## src/blr_pkg.sv

```systemverilog
// shared constants and types for the bresenham line raster
// no dependencies; used by every module of the block
`default_nettype none

package blr_pkg;

	// default coordinate width and width of the coordinate fields on the ports
	localparam int COORD_BITS_DEF = 16;
	localparam int FIELD_BITS     = 16;
	localparam int INK_BITS       = 8;

	// default depth of the command queue between setup and stepper
	localparam int QUEUE_DEPTH_DEF = 4;

	// command flags handed from setup to stepper
	typedef struct packed {
		logic start;      // load a new line, otherwise advance one pixel
		logic steep;      // axes swapped, y is the major axis
		logic minor_neg;  // minor coordinate steps downwards
	} cmd_flags_t;

endpackage

`default_nettype wire

```

## src/blr_front.sv

```systemverilog
// setup front end: input register and line classification
// depends on blr_pkg; feeds the command queue
`default_nettype none

module blr_front #(
	parameter int COORD_BITS = blr_pkg::COORD_BITS_DEF
) (
	input  wire logic                               clk,
	input  wire logic                               arst_n,
	// input item side
	input  wire logic                               push,
	output logic                                    full,
	input  wire logic                               start_req,
	input  wire logic signed [COORD_BITS-1:0]       from_x,
	input  wire logic signed [COORD_BITS-1:0]       from_y,
	input  wire logic signed [COORD_BITS-1:0]       to_x,
	input  wire logic signed [COORD_BITS-1:0]       to_y,
	input  wire logic [blr_pkg::INK_BITS-1:0]       ink,
	// command side
	output logic                                    cmd_valid,
	input  wire logic                               cmd_full,
	output blr_pkg::cmd_flags_t                     cmd_flags,
	output logic signed [COORD_BITS-1:0]            cmd_major_pos,
	output logic signed [COORD_BITS-1:0]            cmd_major_end,
	output logic signed [COORD_BITS-1:0]            cmd_minor_pos,
	output logic [COORD_BITS:0]                     cmd_major_span,
	output logic [COORD_BITS:0]                     cmd_minor_span,
	output logic [blr_pkg::INK_BITS-1:0]            cmd_ink
);

	localparam int DW = COORD_BITS + 1;

	logic                               valid_s1;
	logic                               start_s1;
	logic signed [COORD_BITS-1:0]       ax_s1, ay_s1, bx_s1, by_s1;
	logic signed [DW-1:0]               dx_s1, dy_s1;
	logic [blr_pkg::INK_BITS-1:0]       ink_s1;
	logic                               advance;

	logic [DW-1:0]                      adx, ady;
	logic                               steep;
	logic                               swap;
	logic signed [DW-1:0]               dmaj, dmin;
	logic signed [COORD_BITS-1:0]       a_maj, a_min, b_maj, b_min;

	// stage moves on unless it holds an item and the queue is full
	assign advance = !valid_s1 || !cmd_full;
	assign full    = !advance;

	// stage valid
	always_ff @(posedge clk or negedge arst_n) begin
		if (!arst_n) begin
			valid_s1 <= 1'b0;
		end else if (advance) begin
			valid_s1 <= push;
		end
	end

	// capture endpoints and form the differences at one extra bit
	always_ff @(posedge clk) begin
		if (push && advance) begin
			start_s1 <= start_req;
			ax_s1    <= from_x;
			ay_s1    <= from_y;
			bx_s1    <= to_x;
			by_s1    <= to_y;
			dx_s1    <= DW'(to_x) - DW'(from_x);
			dy_s1    <= DW'(to_y) - DW'(from_y);
			ink_s1   <= ink;
		end
	end

	// magnitudes and steepness
	assign adx   = dx_s1[DW-1] ? unsigned'(-dx_s1) : unsigned'(dx_s1);
	assign ady   = dy_s1[DW-1] ? unsigned'(-dy_s1) : unsigned'(dy_s1);
	assign steep = ady > adx;

	// pick major and minor axes
	assign dmaj  = steep ? dy_s1 : dx_s1;
	assign dmin  = steep ? dx_s1 : dy_s1;
	assign a_maj = steep ? ay_s1 : ax_s1;
	assign a_min = steep ? ax_s1 : ay_s1;
	assign b_maj = steep ? by_s1 : bx_s1;
	assign b_min = steep ? bx_s1 : by_s1;

	// order endpoints so the major coordinate rises
	assign swap = dmaj[DW-1];

	assign cmd_valid       = valid_s1;
	assign cmd_flags.start = start_s1;
	assign cmd_flags.steep = steep;
	// minor step is negative unless the minor start lies below the minor end
	assign cmd_flags.minor_neg = swap ? !dmin[DW-1] : (dmin[DW-1] || (dmin == '0));
	assign cmd_major_pos  = swap ? b_maj : a_maj;
	assign cmd_major_end  = swap ? a_maj : b_maj;
	assign cmd_minor_pos  = swap ? b_min : a_min;
	assign cmd_major_span = steep ? ady : adx;
	assign cmd_minor_span = steep ? adx : ady;
	assign cmd_ink        = ink_s1;

endmodule

`default_nettype wire

```

## src/blr_fifo.sv

```systemverilog
// small command queue between setup and stepper
// depends on blr_pkg for the default depth; depth must be a power of two
`default_nettype none

module blr_fifo #(
	parameter int WIDTH = 8,
	parameter int DEPTH = blr_pkg::QUEUE_DEPTH_DEF
) (
	input  wire logic             clk,
	input  wire logic             arst_n,
	input  wire logic             wr_en,
	input  wire logic [WIDTH-1:0] wr_data,
	output logic                  full,
	input  wire logic             rd_en,
	output logic [WIDTH-1:0]      rd_data,
	output logic                  not_empty
);

	localparam int PTR_BITS = $clog2(DEPTH);

	logic [WIDTH-1:0]    mem_q [DEPTH];
	logic [PTR_BITS:0]   wr_ptr_q;
	logic [PTR_BITS:0]   rd_ptr_q;
	logic                do_wr;
	logic                do_rd;

	// wrap bit differs and index matches when full
	assign full      = (wr_ptr_q ^ rd_ptr_q) == {1'b1, PTR_BITS'(0)};
	assign not_empty = wr_ptr_q != rd_ptr_q;
	assign do_wr     = wr_en && !full;
	assign do_rd     = rd_en && not_empty;
	assign rd_data   = mem_q[rd_ptr_q[PTR_BITS-1:0]];

	// pointers
	always_ff @(posedge clk or negedge arst_n) begin
		if (!arst_n) begin
			wr_ptr_q <= '0;
			rd_ptr_q <= '0;
		end else begin
			if (do_wr) begin
				wr_ptr_q <= wr_ptr_q + (PTR_BITS+1)'(1);
			end
			if (do_rd) begin
				rd_ptr_q <= rd_ptr_q + (PTR_BITS+1)'(1);
			end
		end
	end

	// storage
	always_ff @(posedge clk) begin
		if (do_wr) begin
			mem_q[wr_ptr_q[PTR_BITS-1:0]] <= wr_data;
		end
	end

endmodule

`default_nettype wire

```

## src/blr_stepper.sv

```systemverilog
// back end: line state, error update and pixel output register
// depends on blr_pkg; takes commands from the queue
`default_nettype none

module blr_stepper #(
	parameter int COORD_BITS = blr_pkg::COORD_BITS_DEF
) (
	input  wire logic                               clk,
	input  wire logic                               arst_n,
	// command side
	input  wire logic                               cmd_avail,
	output logic                                    cmd_take,
	input  wire blr_pkg::cmd_flags_t                cmd_flags,
	input  wire logic signed [COORD_BITS-1:0]       cmd_major_pos,
	input  wire logic signed [COORD_BITS-1:0]       cmd_major_end,
	input  wire logic signed [COORD_BITS-1:0]       cmd_minor_pos,
	input  wire logic [COORD_BITS:0]                cmd_major_span,
	input  wire logic [COORD_BITS:0]                cmd_minor_span,
	input  wire logic [blr_pkg::INK_BITS-1:0]       cmd_ink,
	// result side
	output logic                                    empty,
	input  wire logic                               pop,
	output logic signed [blr_pkg::FIELD_BITS-1:0]   pixel_x,
	output logic signed [blr_pkg::FIELD_BITS-1:0]   pixel_y,
	output logic [blr_pkg::INK_BITS-1:0]            pixel_ink,
	output logic                                    last_pixel
);

	localparam int EW = COORD_BITS + 2;

	logic                               busy_q;
	logic                               out_valid_q;
	logic                               steep_q;
	logic                               minor_neg_q;
	logic signed [COORD_BITS-1:0]       major_pos_q;
	logic signed [COORD_BITS-1:0]       major_end_q;
	logic signed [COORD_BITS-1:0]       minor_pos_q;
	logic signed [EW-1:0]               error_q;
	logic signed [EW-1:0]               step_up_q;
	logic [COORD_BITS:0]                minor_span_q;
	logic [blr_pkg::INK_BITS-1:0]       ink_q;

	logic                               out_free;
	logic                               do_load;
	logic                               do_step;
	logic                               at_end;
	logic signed [EW-1:0]               err_dn;
	logic signed [EW-1:0]               err_up;
	logic signed [COORD_BITS-1:0]       minor_nxt;

	// an advance on a live line needs room in the output register
	assign out_free = !out_valid_q || pop;
	assign cmd_take = cmd_avail && (cmd_flags.start || !busy_q || out_free);
	assign do_load  = cmd_take && cmd_flags.start;
	assign do_step  = cmd_take && !cmd_flags.start && busy_q;

	// error update: both outcomes formed side by side
	assign at_end    = major_pos_q == major_end_q;
	assign err_dn    = error_q - signed'({1'b0, minor_span_q});
	assign err_up    = error_q + step_up_q;
	assign minor_nxt = minor_neg_q ? minor_pos_q - COORD_BITS'(1)
	                               : minor_pos_q + COORD_BITS'(1);

	assign empty = !out_valid_q;

	// control state
	always_ff @(posedge clk or negedge arst_n) begin
		if (!arst_n) begin
			busy_q      <= 1'b0;
			out_valid_q <= 1'b0;
		end else begin
			if (do_load) begin
				busy_q <= 1'b1;
			end else if (do_step && at_end) begin
				busy_q <= 1'b0;
			end
			if (do_step) begin
				out_valid_q <= 1'b1;
			end else if (pop) begin
				out_valid_q <= 1'b0;
			end
		end
	end

	// line state
	always_ff @(posedge clk) begin
		if (do_load) begin
			steep_q      <= cmd_flags.steep;
			minor_neg_q  <= cmd_flags.minor_neg;
			major_pos_q  <= cmd_major_pos;
			major_end_q  <= cmd_major_end;
			minor_pos_q  <= cmd_minor_pos;
			minor_span_q <= cmd_minor_span;
			error_q      <= signed'({2'b00, cmd_major_span[COORD_BITS:1]});
			step_up_q    <= signed'({1'b0, cmd_major_span}) - signed'({1'b0, cmd_minor_span});
			ink_q        <= cmd_ink;
		end else if (do_step) begin
			if (err_dn[EW-1]) begin
				minor_pos_q <= minor_nxt;
				error_q     <= err_up;
			end else begin
				error_q <= err_dn;
			end
			if (!at_end) begin
				major_pos_q <= major_pos_q + COORD_BITS'(1);
			end
		end
	end

	// pixel output register
	always_ff @(posedge clk) begin
		if (do_step) begin
			pixel_x    <= blr_pkg::FIELD_BITS'(steep_q ? minor_pos_q : major_pos_q);
			pixel_y    <= blr_pkg::FIELD_BITS'(steep_q ? major_pos_q : minor_pos_q);
			pixel_ink  <= ink_q;
			last_pixel <= at_end;
		end
	end

endmodule

`default_nettype wire

```

## src/bresenham_line_raster.sv

```systemverilog
// top level of the bresenham line raster
// depends on blr_pkg, blr_front, blr_fifo and blr_stepper
`default_nettype none

// Integer Bresenham line rasteriser with queue-style ports on both sides. A start
// item (start_req high) loads two signed endpoints and an ink value and gives no
// pixel; every following advance item gives one pixel, the final one flagged by
// last_pixel. Advances while no line is active are dropped, and a new start
// abandons a line in progress. Items are taken one per clock while full is low, and
// pixels leave one per clock while pop is high: the per-pixel loop is a single
// registered add-and-compare in the stepper, with both error outcomes formed in
// parallel. An item passes through the setup register, the command queue
// (QUEUE_DEPTH entries) and the pixel output register. Only the low COORD_BITS
// bits of each coordinate are used; output coordinates are sign-extended to 16 bits.
module bresenham_line_raster #(
	parameter int COORD_BITS  = blr_pkg::COORD_BITS_DEF,
	parameter int QUEUE_DEPTH = blr_pkg::QUEUE_DEPTH_DEF
) (
	input  wire logic                               clk,
	input  wire logic                               arst_n,
	input  wire logic                               push,
	output logic                                    full,
	input  wire logic                               start_req,
	input  wire logic signed [blr_pkg::FIELD_BITS-1:0] from_x,
	input  wire logic signed [blr_pkg::FIELD_BITS-1:0] from_y,
	input  wire logic signed [blr_pkg::FIELD_BITS-1:0] to_x,
	input  wire logic signed [blr_pkg::FIELD_BITS-1:0] to_y,
	input  wire logic [blr_pkg::INK_BITS-1:0]       ink,
	output logic                                    empty,
	input  wire logic                               pop,
	output logic signed [blr_pkg::FIELD_BITS-1:0]   pixel_x,
	output logic signed [blr_pkg::FIELD_BITS-1:0]   pixel_y,
	output logic [blr_pkg::INK_BITS-1:0]            pixel_ink,
	output logic                                    last_pixel
);

	localparam int CMD_BITS = 3 + 3 * COORD_BITS + 2 * (COORD_BITS + 1) + blr_pkg::INK_BITS;

	// setup outputs
	logic                               f_valid;
	blr_pkg::cmd_flags_t                f_flags;
	logic signed [COORD_BITS-1:0]       f_major_pos, f_major_end, f_minor_pos;
	logic [COORD_BITS:0]                f_major_span, f_minor_span;
	logic [blr_pkg::INK_BITS-1:0]       f_ink;

	// queue
	logic                               q_full;
	logic                               q_not_empty;
	logic                               q_take;
	logic [CMD_BITS-1:0]                q_wr_data;
	logic [CMD_BITS-1:0]                q_rd_data;

	// stepper inputs
	blr_pkg::cmd_flags_t                s_flags;
	logic signed [COORD_BITS-1:0]       s_major_pos, s_major_end, s_minor_pos;
	logic [COORD_BITS:0]                s_major_span, s_minor_span;
	logic [blr_pkg::INK_BITS-1:0]       s_ink;

	blr_front #(
		.COORD_BITS (COORD_BITS)
	) u_front (
		.clk            (clk),
		.arst_n         (arst_n),
		.push           (push),
		.full           (full),
		.start_req      (start_req),
		.from_x         (from_x[COORD_BITS-1:0]),
		.from_y         (from_y[COORD_BITS-1:0]),
		.to_x           (to_x[COORD_BITS-1:0]),
		.to_y           (to_y[COORD_BITS-1:0]),
		.ink            (ink),
		.cmd_valid      (f_valid),
		.cmd_full       (q_full),
		.cmd_flags      (f_flags),
		.cmd_major_pos  (f_major_pos),
		.cmd_major_end  (f_major_end),
		.cmd_minor_pos  (f_minor_pos),
		.cmd_major_span (f_major_span),
		.cmd_minor_span (f_minor_span),
		.cmd_ink        (f_ink)
	);

	// pack and unpack queue entries
	assign q_wr_data = {f_flags, f_major_pos, f_major_end, f_minor_pos,
	                    f_major_span, f_minor_span, f_ink};
	assign {s_flags, s_major_pos, s_major_end, s_minor_pos,
	        s_major_span, s_minor_span, s_ink} = q_rd_data;

	blr_fifo #(
		.WIDTH (CMD_BITS),
		.DEPTH (QUEUE_DEPTH)
	) u_fifo (
		.clk       (clk),
		.arst_n    (arst_n),
		.wr_en     (f_valid),
		.wr_data   (q_wr_data),
		.full      (q_full),
		.rd_en     (q_take),
		.rd_data   (q_rd_data),
		.not_empty (q_not_empty)
	);

	blr_stepper #(
		.COORD_BITS (COORD_BITS)
	) u_stepper (
		.clk            (clk),
		.arst_n         (arst_n),
		.cmd_avail      (q_not_empty),
		.cmd_take       (q_take),
		.cmd_flags      (s_flags),
		.cmd_major_pos  (s_major_pos),
		.cmd_major_end  (s_major_end),
		.cmd_minor_pos  (s_minor_pos),
		.cmd_major_span (s_major_span),
		.cmd_minor_span (s_minor_span),
		.cmd_ink        (s_ink),
		.empty          (empty),
		.pop            (pop),
		.pixel_x        (pixel_x),
		.pixel_y        (pixel_y),
		.pixel_ink      (pixel_ink),
		.last_pixel     (last_pixel)
	);

endmodule

`default_nettype wire

```

## config.mk

```make
export PLATFORM = sky130hd
export DESIGN_NAME = bresenham_line_raster
export DESIGN_NICKNAME = d
export VERILOG_FILES = /design/src/blr_pkg.sv /design/src/blr_front.sv /design/src/blr_fifo.sv /design/src/blr_stepper.sv /design/src/bresenham_line_raster.sv
export SDC_FILE = /design/constraint.sdc
export NUM_CORES = 1
export LEC_CHECK = 0
export BUFFER_PORTS_ARGS = -buffer_cell sky130_fd_sc_hd__buf_2
export CAP_MARGIN = 20
export CORE_ASPECT_RATIO = 1.1
export CORE_MARGIN = 2
export CORE_UTILIZATION = 59
export CTS_CLUSTER_DIAMETER = 30
export DETAILED_ROUTE_END_ITERATION = 8
export GPL_TIMING_DRIVEN = 0
export MAX_ROUTING_LAYER = met4
export PLACE_DENSITY = 0.77
export SLEW_MARGIN = 15
export SYNTH_ARGS = -nofsm -noshare
export SYNTH_HDL_FRONTEND = slang
export SYNTH_SLANG_ARGS = --single-unit
```

## constraint.sdc

```tcl
create_clock -name clk -period 11 [get_ports clk]
set_clock_uncertainty 0.2 [all_clocks]
set_input_delay 1.1 -clock clk [delete_from_list [all_inputs] [get_ports clk]]
set_output_delay 1.1 -clock clk [all_outputs]
set_load 0.01 [all_outputs]
```

==> report_table.html <==
<table>
<tr><th>Metric</th><th>Value</th></tr>
<tr><th colspan="2">Synth</th></tr>
<tr><td>Most used DFF post-synth</td><td>sky130_fd_sc_hd__edfxtp_1</td></tr>
<tr><td>Cell area after synthesis</td><td>30,460 µm²</td></tr>
<tr><td>Compound-Gate Fraction of Synth Area</td><td>5.612%</td></tr>
<tr><td>Adder-Cell Fraction of Synth Area</td><td>5.406%</td></tr>
<tr><td>Largest family of logic cells by synthesized area</td><td>multiplexers</td></tr>
<tr><td>Syn nets</td><td>2,223</td></tr>
<tr><td>Number of enable-type register cells in the synthesized netlist</td><td>629</td></tr>
<tr><td>Simple logic cell fraction of the synthesized area</td><td>5.180%</td></tr>
<tr><td>Xor and xnor area share after synthesis</td><td>3.968%</td></tr>
<tr><td>Synthesis-stage register bit count</td><td>640</td></tr>
<tr><td>Number of unique standard cell types used by synthesis</td><td>65</td></tr>
<tr><td>Portion of netlist area occupied by mux cells</td><td>14.42%</td></tr>
<tr><td>Cells taking the most area after synthesis</td><td>sky130_fd_sc_hd__edfxtp_1 62%, sky130_fd_sc_hd__mux4_2 6.9%, sky130_fd_sc_hd__mux2i_1 6.3%</td></tr>
<tr><td>Part of the Yosys area used for sequential elements</td><td>62.89%</td></tr>
<tr><td>FFs w/ async S/R, synth</td><td>1.406%</td></tr>
<tr><td>Cells after synthesis</td><td>2,018</td></tr>
<tr><td>Avg Inst Size Synth</td><td>15.09 µm²</td></tr>
<tr><td>Yosys top cell area share</td><td>62.02%</td></tr>
<tr><td>Warning count from the yosys run</td><td>0</td></tr>
<tr><td>Post-synth top area cell</td><td>sky130_fd_sc_hd__edfxtp_1</td></tr>
<tr><th colspan="2">Floorplanning</th></tr>
<tr><td>Core area</td><td>51,160 µm²</td></tr>
<tr><td>Area of the die</td><td>53,460 µm²</td></tr>
<tr><td>Number of placed I/O pins</td><td>120</td></tr>
<tr><td>Chip Height</td><td>242.3 µm</td></tr>
<tr><td>Die outline width</td><td>220.6 µm</td></tr>
<tr><td>Effective utilization at floorplan</td><td>59.53%</td></tr>
<tr><td>Row count</td><td>87</td></tr>
<tr><th colspan="2">Routing</th></tr>
<tr><td>Number of nets with antenna violations after routing</td><td>0</td></tr>
<tr><td>Wl on met1</td><td>28,160 µm</td></tr>
<tr><td>Detailed Routing Iterations Pass 1</td><td>5</td></tr>
<tr><td>Number of vias per cell</td><td>6.018</td></tr>
<tr><td>Via count</td><td>18,150</td></tr>
<tr><td>Wire length reported by the detailed router</td><td>70,360 µm</td></tr>
<tr><td>Average routed wire per standard cell</td><td>23.33 µm</td></tr>
<tr><td>DRC violation count after routing</td><td>0</td></tr>
<tr><td>Count of routing violations after the opening detailed-route iteration</td><td>1,518</td></tr>
<tr><td>Routed length on met3</td><td>4676 µm</td></tr>
<tr><td>Uppermost layer routed</td><td>met4</td></tr>
<tr><td>Detail Route met2 WL</td><td>34,790 µm</td></tr>
<tr><th colspan="2">STA</th></tr>
<tr><td>Highest clock rate</td><td>172.1 MHz</td></tr>
<tr><td>Fin crit period</td><td>5.810 ns</td></tr>
<tr><td>Fin Setup TNS</td><td>0 ns</td></tr>
<tr><td>Count of final hold-check violations</td><td>0</td></tr>
<tr><td>Setup Viol. Count Final</td><td>0</td></tr>
<tr><td>Actual transition at the worst max-transition pin</td><td>1.029 ns</td></tr>
<tr><td>Slew Viols, Final</td><td>0</td></tr>
<tr><td>Post-route fraction of the period consumed by the critical path</td><td>52.81%</td></tr>
<tr><td>Setup repair after global routing missed its margin</td><td>false</td></tr>
<tr><td>Worst slew slack as a fraction of its limit</td><td>31.40%</td></tr>
<tr><th colspan="2">Placed design</th></tr>
<tr><td>Half-perimeter wire length after placement</td><td>49,530 µm</td></tr>
<tr><td>Placer's final routability congestion estimate</td><td>0.9335</td></tr>
<tr><td>Count of port buffers added during placement</td><td>119</td></tr>
<tr><th colspan="2">Layout</th></tr>
<tr><td>Number of nets in the layout</td><td>2,466</td></tr>
<tr><td>Layout overhead on the synthesized area</td><td>17.68%</td></tr>
<tr><td>Share of post-route cells with drive strength above 1</td><td>20.22%</td></tr>
<tr><td>Count of inserted antenna diode cells</td><td>0</td></tr>
<tr><th colspan="2">Clock network</th></tr>
<tr><td>Number of buffers on the longest clock path</td><td>3</td></tr>
<tr><td>Number of buffers added by the clock tree synthesis step</td><td>104</td></tr>
<tr><td>Clock tree from TritonCTS</td><td>yes</td></tr>
<tr><td>Maximum level of the CTS H-tree</td><td>3</td></tr>
<tr><td>Clock-pin slew on the worst setup and hold paths</td><td>0.05 ns</td></tr>
<tr><td>Post-CTS Repair Setup Buffers</td><td>0</td></tr>
<tr><td>Insertion delay of the later-clocked pin in the worst-skew pair</td><td>0.65 ns</td></tr>
<tr><td>Clock root buffer</td><td>sky130_fd_sc_hd__clkbuf_16</td></tr>
<tr><td>Post-CTS Resized</td><td>0</td></tr>
<tr><td>Hold buffer count at CTS</td><td>0</td></tr>
<tr><td>Number of clock sinks seen by CTS</td><td>640</td></tr>
<tr><th colspan="2">Flow run</th></tr>
<tr><td>Count of max-cap constraint violations</td><td>0</td></tr>
<tr><th colspan="2">Global routing</th></tr>
<tr><td>Global routing usage summed across all routing layers</td><td>27.88%</td></tr>
<tr><td>Maximum number of pins on one net before global-route repair</td><td>56</td></tr>
<tr><td>First-pass GRT wire length</td><td>108,100 µm</td></tr>
<tr><td>Leftover overflow at the end of global routing</td><td>0</td></tr>
<tr><td>Vias in the first global route</td><td>18,680</td></tr>
<tr><td>Number of antenna violations at the first check in global routing</td><td>0</td></tr>
<tr><th colspan="2">Worst setup path</th></tr>
<tr><td>CP Capture Type</td><td>flop</td></tr>
<tr><td>CP arrival</td><td>6.01 ns</td></tr>
<tr><td>Maximum net fanout on the critical path</td><td>10</td></tr>
<tr><td>Required time at the endpoint of the critical path</td><td>11.20 ns</td></tr>
<tr><td>WS Path Type</td><td>flop to flop</td></tr>
<tr><td>Startpoint kind of the worst setup timing path</td><td>flop</td></tr>
<tr><th colspan="2">Run status</th></tr>
<tr><td>Run status</td><td>finished clean</td></tr>
<tr><th colspan="2">Min path</th></tr>
<tr><td>Worst min-delay path class</td><td>input port to async pin</td></tr>
</table>
[per-stage QoR]
stage | util (%) | instance area (µm²) | std cells | worst slack [ns] | hold slack [ns]
floorplan | - | 30460 | 2018 | 6.618 | 0.2003
global placement | 62.33 | 31890 | 2804 | 5.085 | 0.2031
detailed placement | 63.04 | 32250 | 2819 | 5.016 | 0.2045
CTS | 70.00 | 35810 | 3013 | 4.911 | 0.07287
global route | 70.05 | 35840 | 3016 | 4.707 | 0.09994
finish | 70.05 | 35840 | 3016 | 5.191 | 0.09103
[state kept, by name, indices dropped and copies added, names as in the netlist, 8 cells and up]
signal and count:
u_stepper.minor_pos_q 16, u_stepper.pixel_x 16, u_front.cmd_ink 8, u_front.ay_s1 16
u_front.bx_s1 16, u_stepper.minor_span_q 17, u_stepper.step_up_q 18, u_stepper.ink_q 8
u_stepper.error_q 18, u_stepper.major_pos_q 16, u_stepper.major_end_q 16, u_front.by_s1 16
u_front.dy_s1 17, u_stepper.pixel_y 16, u_front.ax_s1 16, u_front.dx_s1 17
u_fifo.mem_q 372, u_stepper.pixel_ink 8
[cell families after synthesis]
logic type / after synthesis
multiplexers: 318
XOR/XNOR: 138
flip-flops: 640
AO/OA/AOI/OAI: 267
AND/OR/NAND/NOR: 328
adder cells (fa/ha/maj): 128
buffers and inverters: 199
[synth_stat cells, types with 3 or more instances]
cell type and n:
sky130_fd_sc_hd__nor4_1 6, sky130_fd_sc_hd__nand3_1 27, sky130_fd_sc_hd__edfxtp_1 629, sky130_fd_sc_hd__mux2_2 32, sky130_fd_sc_hd__o21bai_1 5, sky130_fd_sc_hd__nor2_1 84, sky130_fd_sc_hd__nor2b_1 24, sky130_fd_sc_hd__o211ai_1 4
sky130_fd_sc_hd__a211o_1 6, sky130_fd_sc_hd__o31a_1 3, sky130_fd_sc_hd__xor2_1 53, sky130_fd_sc_hd__buf_2 11, sky130_fd_sc_hd__a21o_1 16, sky130_fd_sc_hd__o41ai_1 9, sky130_fd_sc_hd__and2_1 8, sky130_fd_sc_hd__mux2i_1 192
sky130_fd_sc_hd__xnor2_1 85, sky130_fd_sc_hd__ha_1 122, sky130_fd_sc_hd__a21boi_0 9, sky130_fd_sc_hd__a2111oi_0 4, sky130_fd_sc_hd__nand4_1 12, sky130_fd_sc_hd__o21a_1 18, sky130_fd_sc_hd__a31oi_1 8, sky130_fd_sc_hd__o21ai_0 63
sky130_fd_sc_hd__clkbuf_1 45, sky130_fd_sc_hd__fa_1 6, sky130_fd_sc_hd__or3_1 12, sky130_fd_sc_hd__o31ai_1 15, sky130_fd_sc_hd__nor3_1 28, sky130_fd_sc_hd__a211oi_1 11, sky130_fd_sc_hd__buf_1 11, sky130_fd_sc_hd__dfrtp_1 9
sky130_fd_sc_hd__or4_1 5, sky130_fd_sc_hd__nand2_1 87, sky130_fd_sc_hd__mux4_2 93, sky130_fd_sc_hd__nand2b_1 13, sky130_fd_sc_hd__and3_1 11, sky130_fd_sc_hd__inv_1 130, sky130_fd_sc_hd__nor3b_1 3, sky130_fd_sc_hd__a21oi_1 75
sky130_fd_sc_hd__or2_2 4
[layer usage]
metal / vias to the layer above / global-route usage [%]
li1: 8253 / -
met1: 8990 / 36.03
met2: 754 / 44.61
met3: 153 / 3.679
met4: 0 / 11.98
met5: - / -
[critical path: stages (launching register included)]
cell and delay (ns):
sky130_fd_sc_hd__dfrtp_1 0.34, sky130_fd_sc_hd__clkbuf_1 0.38, sky130_fd_sc_hd__buf_1 0.71, sky130_fd_sc_hd__buf_1 0.71
sky130_fd_sc_hd__mux4_2 0.65, sky130_fd_sc_hd__inv_1 0.09, sky130_fd_sc_hd__ha_1 0.26, sky130_fd_sc_hd__nor2b_1 0.14
sky130_fd_sc_hd__o21ai_0 0.28, sky130_fd_sc_hd__a21boi_0 0.18, sky130_fd_sc_hd__o21ai_0 0.36, sky130_fd_sc_hd__a211oi_1 0.22
sky130_fd_sc_hd__o31ai_1 0.53, sky130_fd_sc_hd__o21ai_0 0.18, sky130_fd_sc_hd__a21oi_1 0.21, sky130_fd_sc_hd__xnor2_1 0.08
[layout make-up]
cell class,instances,area (µm²)
fill,3241,15320
clock inverter,79,893.4
timing repair buffer,137,969.7
inverter,130,488.0
sequential,640,19150
clock buffer,115,2665
multi-input combinational,1179,10550
buffer,69,282.8
tap,667,834.6
[layout by cell type, fill, tap and decap left out, drive strengths merged, types with 11 or more instances in the layout]
cell type  count
xnor2         85
nand2         87
buf          159
mux4          93
nor3          28
clkinvlp      16
nor2          84
nand4         12
o21ai         64
nand3         27
mux2          33
and3          11
clkbuf       162
a211oi        12
clkinv        30
inv          152
or3           13
mux2i        192
o21a          18
edfxtp       629
a21oi         77
nor2b         24
nand2b        13
o31ai         15
xor2          53
a21o          16
ha           122
bufinv        11
[worst paths after layout]
path	endpoint	depth (start not counted)	slack, ns	from
setup / recovery	u_stepper.step_up_q[16]	15	5.19	u_fifo.rd_ptr_q[0]
hold / removal	u_fifo.rd_ptr_q[0]	1	0.09	arst_n
setup reg to reg	u_stepper.step_up_q[16]	15	5.19	u_fifo.rd_ptr_q[0]
hold reg to reg	u_stepper.pixel_ink[1]	0	0.22	u_stepper.ink_q[1]
max in group asynchronous	u_fifo.wr_ptr_q[1]	1	10.31	arst_n
min in group clk	u_stepper.pixel_ink[1]	0	0.22	u_stepper.ink_q[1]
Power is left out: the tool's default activity adds up to more than one toggle a clock period on the data nets, which glitch-free logic cannot reach.
